<file path="src/rtl/hbs_pkg.sv">
// ----------------------------------------------------------------------------
// hbs_pkg
// Shared constants, register indexes and stage structs of the heightmap
// bilinear sampler.
// ----------------------------------------------------------------------------
package hbs_pkg;

    localparam int MAX_COLS = 256;
    localparam int MAX_ROWS = 256;

    // index widths, at least two bits so a bank half-index exists
    localparam int COL_W = (MAX_COLS > 4) ? $clog2(MAX_COLS) : 2;
    localparam int ROW_W = (MAX_ROWS > 4) ? $clog2(MAX_ROWS) : 2;

    // widths that can hold the cell counts themselves
    localparam int CCNT_W = $clog2(MAX_COLS + 1);
    localparam int RCNT_W = $clog2(MAX_ROWS + 1);

    // four banks split by row and column parity
    localparam int BANK_AW    = (COL_W - 1) + (ROW_W - 1);
    localparam int BANK_DEPTH = 1 << BANK_AW;
    localparam int NUM_BANKS  = 4;

    localparam int HEIGHT_W = 32;
    localparam int FRAC_W   = 16;

    localparam logic signed [HEIGHT_W-1:0] VOID_HEIGHT = -32'sd3276800;

    localparam int CFG_IDX_W = 3;
    localparam logic [CFG_IDX_W-1:0] CFG_ORIGIN_X     = 3'd0;
    localparam logic [CFG_IDX_W-1:0] CFG_ORIGIN_Z     = 3'd1;
    localparam logic [CFG_IDX_W-1:0] CFG_INVERSE_STEP = 3'd2;
    localparam logic [CFG_IDX_W-1:0] CFG_GRID_COLS    = 3'd3;
    localparam logic [CFG_IDX_W-1:0] CFG_GRID_ROWS    = 3'd4;

    localparam logic OP_LOAD  = 1'b0;
    localparam logic OP_QUERY = 1'b1;

    typedef struct packed {
        logic signed [HEIGHT_W-1:0] origin_x;
        logic signed [HEIGHT_W-1:0] origin_z;
        logic [HEIGHT_W-1:0]        inverse_step;
        logic [CCNT_W-1:0]          cols;
        logic [RCNT_W-1:0]          rows;
    } cfg_t;

    typedef struct packed {
        logic                is_query;
        logic                no_grid;
        logic [COL_W-1:0]    ix;
        logic [ROW_W-1:0]    iz;
        logic [FRAC_W-1:0]   fx;
        logic [FRAC_W-1:0]   fz;
        logic [7:0]          col;
        logic [7:0]          row;
        logic [HEIGHT_W-1:0] height;
    } coord_item_t;

    typedef struct packed {
        logic signed [HEIGHT_W-1:0] h00;
        logic signed [HEIGHT_W-1:0] h10;
        logic signed [HEIGHT_W-1:0] h01;
        logic signed [HEIGHT_W-1:0] h11;
        logic [FRAC_W-1:0]          fx;
        logic [FRAC_W-1:0]          fz;
        logic                       no_grid;
    } corner_t;

endpackage

</file>
<file path="src/rtl/hbs_lerp.sv">
// ----------------------------------------------------------------------------
// hbs_lerp
// Four-stage bilinear blend: two column lerps, then one row lerp, each
// lerp a multiply stage followed by a floor-shift and add stage.
// ----------------------------------------------------------------------------
module hbs_lerp
    import hbs_pkg::*;
(
    input  logic                       clk,
    input  logic                       rst_n,
    input  logic                       up_valid,
    output logic                       up_ready,
    input  corner_t                    corners,
    output logic                       result_valid,
    input  logic                       result_stall,
    output logic signed [HEIGHT_W-1:0] sampled_height,
    output logic                       no_grid
);

    localparam int D_W = HEIGHT_W + 1;
    localparam int P_W = D_W + FRAC_W + 1;

    logic acc5, acc6, acc7, acc8;
    logic s5_valid_reg, s6_valid_reg, s7_valid_reg, s8_valid_reg;

    logic signed [D_W-1:0]      d0, d1, d2;
    logic signed [FRAC_W:0]     fxs, fzs;

    logic signed [P_W-1:0]      s5_p0_reg, s5_p1_reg, s5_p0_next, s5_p1_next;
    logic signed [HEIGHT_W-1:0] s5_a0_reg, s5_a1_reg;
    logic [FRAC_W-1:0]          s5_fz_reg;
    logic                       s5_ng_reg;

    logic signed [HEIGHT_W-1:0] s6_h0_reg, s6_h1_reg, s6_h0_next, s6_h1_next;
    logic [FRAC_W-1:0]          s6_fz_reg;
    logic                       s6_ng_reg;

    logic signed [P_W-1:0]      s7_p_reg, s7_p_next;
    logic signed [HEIGHT_W-1:0] s7_a_reg;
    logic                       s7_ng_reg;

    logic signed [HEIGHT_W-1:0] s8_h_reg, s8_h_next;
    logic                       s8_ng_reg;

    assign acc8     = !s8_valid_reg || !result_stall;
    assign acc7     = !s7_valid_reg || acc8;
    assign acc6     = !s6_valid_reg || acc7;
    assign acc5     = !s5_valid_reg || acc6;
    assign up_ready = acc5;

    always_ff @(posedge clk or negedge rst_n)
    begin
        if (!rst_n)
        begin
            s5_valid_reg <= 1'b0;
            s6_valid_reg <= 1'b0;
            s7_valid_reg <= 1'b0;
            s8_valid_reg <= 1'b0;
        end
        else
        begin
            if (acc5)
            begin
                s5_valid_reg <= up_valid;
            end
            if (acc6)
            begin
                s6_valid_reg <= s5_valid_reg;
            end
            if (acc7)
            begin
                s7_valid_reg <= s6_valid_reg;
            end
            if (acc8)
            begin
                s8_valid_reg <= s7_valid_reg;
            end
        end
    end

    // column lerp products
    always_comb
    begin
        fxs        = $signed({1'b0, corners.fx});
        d0         = D_W'(corners.h10) - D_W'(corners.h00);
        d1         = D_W'(corners.h11) - D_W'(corners.h01);
        s5_p0_next = P_W'(d0) * P_W'(fxs);
        s5_p1_next = P_W'(d1) * P_W'(fxs);
    end

    always_ff @(posedge clk)
    begin
        if (acc5)
        begin
            s5_p0_reg <= s5_p0_next;
            s5_p1_reg <= s5_p1_next;
            s5_a0_reg <= corners.h00;
            s5_a1_reg <= corners.h01;
            s5_fz_reg <= corners.fz;
            s5_ng_reg <= corners.no_grid;
        end
    end

    // arithmetic shift floors toward minus infinity; result stays between a and b
    always_comb
    begin
        s6_h0_next = s5_a0_reg + HEIGHT_W'(s5_p0_reg >>> FRAC_W);
        s6_h1_next = s5_a1_reg + HEIGHT_W'(s5_p1_reg >>> FRAC_W);
    end

    always_ff @(posedge clk)
    begin
        if (acc6)
        begin
            s6_h0_reg <= s6_h0_next;
            s6_h1_reg <= s6_h1_next;
            s6_fz_reg <= s5_fz_reg;
            s6_ng_reg <= s5_ng_reg;
        end
    end

    // row lerp product
    always_comb
    begin
        fzs       = $signed({1'b0, s6_fz_reg});
        d2        = D_W'(s6_h1_reg) - D_W'(s6_h0_reg);
        s7_p_next = P_W'(d2) * P_W'(fzs);
    end

    always_ff @(posedge clk)
    begin
        if (acc7)
        begin
            s7_p_reg  <= s7_p_next;
            s7_a_reg  <= s6_h0_reg;
            s7_ng_reg <= s6_ng_reg;
        end
    end

    always_comb
    begin
        if (s7_ng_reg)
        begin
            s8_h_next = VOID_HEIGHT;
        end
        else
        begin
            s8_h_next = s7_a_reg + HEIGHT_W'(s7_p_reg >>> FRAC_W);
        end
    end

    always_ff @(posedge clk)
    begin
        if (acc8)
        begin
            s8_h_reg  <= s8_h_next;
            s8_ng_reg <= s7_ng_reg;
        end
    end

    assign result_valid   = s8_valid_reg;
    assign sampled_height = s8_h_reg;
    assign no_grid        = s8_ng_reg;

endmodule

</file>
<file path="config.mk">
export PLATFORM = sky130hd
export DESIGN_NAME = hbs_lerp
export DESIGN_NICKNAME = d
export VERILOG_FILES = /design/src/rtl/hbs_pkg.sv /design/src/rtl/hbs_lerp.sv
export SDC_FILE = /design/constraint.sdc
export NUM_CORES = 2
export LEC_CHECK = 0
export BUFFER_PORTS_ARGS = -buffer_cell sky130_fd_sc_hd__buf_2
export CAP_MARGIN = 0
export CORE_MARGIN = 5
export CORE_UTILIZATION = 62
export DETAILED_ROUTE_END_ITERATION = 8
export GPL_ROUTABILITY_DRIVEN = 1
export PLACE_DENSITY = 0.79
export RECOVER_POWER = 50
export SLEW_MARGIN = 10
export SYNTH_ARGS = -nofsm -noshare
export SYNTH_HDL_FRONTEND = slang
export SYNTH_SLANG_ARGS = --single-unit
export TNS_END_PERCENT = 20
</file>
<file path="constraint.sdc">
create_clock -name clk -period 15.85 [get_ports clk]
set_input_delay 2.3775 -clock clk [delete_from_list [all_inputs] [get_ports clk]]
set_output_delay 2.3775 -clock clk [all_outputs]
set_load 0.1 [all_outputs]
</file>
==> results.yml <==
logic_synthesis:
  synthArstFlopShare_pct: 1.220
  synth_edf_count: 324
  syn-num-nets: 10063
  avgSynthCellArea_um2: 9.312
  synthFlopType: "edfxtp_1"
  synth.cell_area_mm2: 0.07368
  ys_seq_elements: 328
  yosysWarnings: 0
  ys_types: 95
  synthCells: 7912
  ys_seq_area_share_pct: 13.34
  synth_area_leader_cell: "fa_1"
  ys_top_cells_by_area: "fa_1 40%, edfxtp_1 13%, inv_1 9.5%"
  synth_top_area_share_pct: 39.56
clock_tree:
  cts_tree: "done"
  cts.clk_slew.worst_paths_ns: 0.06
  numCtsBuffers: 38
  root_buffer: "clkbuf_16"
  cts.sinks: 328
  post-cts-setup-buffers: 0
  cts-htree-levels: 2
  cts_buffer_depth: 3
  hold_buffers: 0
  cts_resized: 0
  clk_latency_ns: 0.62
run:
  max-cap-violations: 4
cells_and_area:
  register_area_mm2: 0.009829
  multiInputGateArea_mm2: 0.05593
  layout-drive-gt1-share_pct: 4.722
  area_growth_pct: 5.421
  fillers: 9394
  fin_nets: 10088
route:
  drt-vias-per-instance: 5.807
  routed_wl_um: 204200
  detail-route-antenna-nets: 0
  firstDrtPassIters: 8
  drcViolationCount: 0
  drt-wirelength-per-cell_um: 21.46
  routed-via-count: 55238
  first_iter_violations: 4873
timing:
  min_period_ns: 11.56
  tns_ns: 0
  relSlewSlack_pct: -108.7
  min_period_over_period_pct: 72.92
  worstMarginPinSlew_ns: 3.122
  hold_viol: 0
  drv_slew: 176
  fmax_mhz: 86.52
  skew_ns: 0.05276
  setup_viol: 0
  grt_setup_unrepaired: "false"
worst_setup_path:
  cp.arrival_ns: 11.88
  cp_slowest_cell: "o31ai_1"
  cp_common_cell: "fa_1"
  crit_type: "input pin to register"
  worst-path-buf-inv: 6
  cp-end-kind: "register"
  critPathMaxFanout: 16
  slowest_delay_ns: 0.75
  critPathLaunchType: "input pin"
  critical-path-top-delay-family: "adder cells"
  required_ns: 16.17
global_route:
  grt_use_total_pct: 33.00
  antenna_found_initial: 20
  grt_start_max_net_pins: 74
  gr-total-overflow: 0
  grt_pass1_vias: 59665
  grt_pass1_wl_um: 323600
die:
  die_h_um: 354.7
  die_area_mm2: 0.1258
  pin_count: 200
  start_util_pct: 62.39
  placementRows: 126
  die_w_um: 354.7
  coreArea_mm2: 0.1181
worst_hold_path:
  hp-class: "register to register"
place:
  port_buffers: 199
  dp_hpwl_um: 159000
  place_congestion: 0.9901
run_status:
  status: "complete, but fails checks"
  violations: "capacitance limit, slew limit"
## kinds of logic after synthesis
family          Yosys count  synth area share [%]
compound gates          824                 7.593
xor+xnor                292                 3.500
fa+ha+maj              1994                 48.67
buf+inv                2187                 11.17
flops                   328                 13.34
mux                       5               0.06793
simple gates           2282                 15.65
## cell type report
class	instances	share of cell area, %
Tap cell	1536	2.474
Sequential cell	328	12.66
Clock inverter	23	0.3029
Multi-Input combinational cell	5397	72.01
Clock buffer	42	1.244
Antenna cell	14	0.04511
Timing Repair Buffer	313	2.279
Inverter	1859	8.984
## through the flow
stage          area (um^2)  hold WS (ns)  utilization [%]  setup slack, ns  cells
6_report             77670        0.4141            65.78            4.292   9512
5_1_grt              77630        0.4257            65.75            3.724   9498
4_1_cts              77770        0.4139            65.86            4.321   9498
3_5_place_dp         76570        0.4045            64.84            3.695   9433
3_3_place_gp         76570        0.4017            64.84            3.879   9433
2_1_floorplan        73680        0.4003                -            5.322   7912
## synth_stat cells, types with 112 or more instances
cell type  number
clkbuf_1      311
inv_1        1858
ha_1          530
a21oi_1       222
nand2_1       918
nor2b_1       112
and2_1        674
edfxtp_1      324
xnor2_1       211
nor2_1        196
fa_1         1456
a21o_1        125
## cell usage in the layout, fill, tap and decap left out, drive strengths merged, types with 18 or more instances in the layout
| master | count |
|---|---|
| nor2 | 196 |
| ha | 530 |
| nand4b | 18 |
| xor2 | 79 |
| o311ai | 18 |
| and3b | 33 |
| nor3 | 53 |
| and3 | 27 |
| buf | 246 |
| o21ai | 127 |
| a21o | 125 |
| nand3 | 85 |
| a211oi | 24 |
| a21oi | 224 |
| clkbuf | 109 |
| nand2b | 76 |
| inv | 1862 |
| nor2b | 112 |
| o21a | 61 |
| o21bai | 38 |
| and2 | 674 |
| edfxtp | 324 |
| nand2 | 918 |
| fa | 1456 |
| nand3b | 24 |
| o211ai | 19 |
| xnor2 | 212 |
| a31oi | 41 |
| or3 | 19 |
## routing by layer
metal / vias to the layer above / GRT usage, % / routed length, um
met4: 6 / 15.34 / 11460
met3: 623 / 6.741 / 20050
met2: 2706 / 55.51 / 97870
met1: 27757 / 41.25 / 74750
met5: - / 0 / 38
li1: 24146 / - / -
## final timing paths
path                       depth (start not counted)       endpoint         start  slack (ns)
max                                               32  s5_p0_reg[45]   corners[97]        4.29
min                                                0   s6_fz_reg[3]  s5_fz_reg[3]        0.41
max reg2reg                                       30   s7_p_reg[47]  s6_h0_reg[1]        5.98
min reg2reg                                        0   s6_fz_reg[3]  s5_fz_reg[3]        0.41
max in group asynchronous                          1   s6_valid_reg         rst_n       14.07
min in group asynchronous                          1   s5_valid_reg         rst_n        1.60
Power is left out: the tool's default activity adds up to more than one toggle a clock period on the data nets, which glitch-free logic cannot reach.
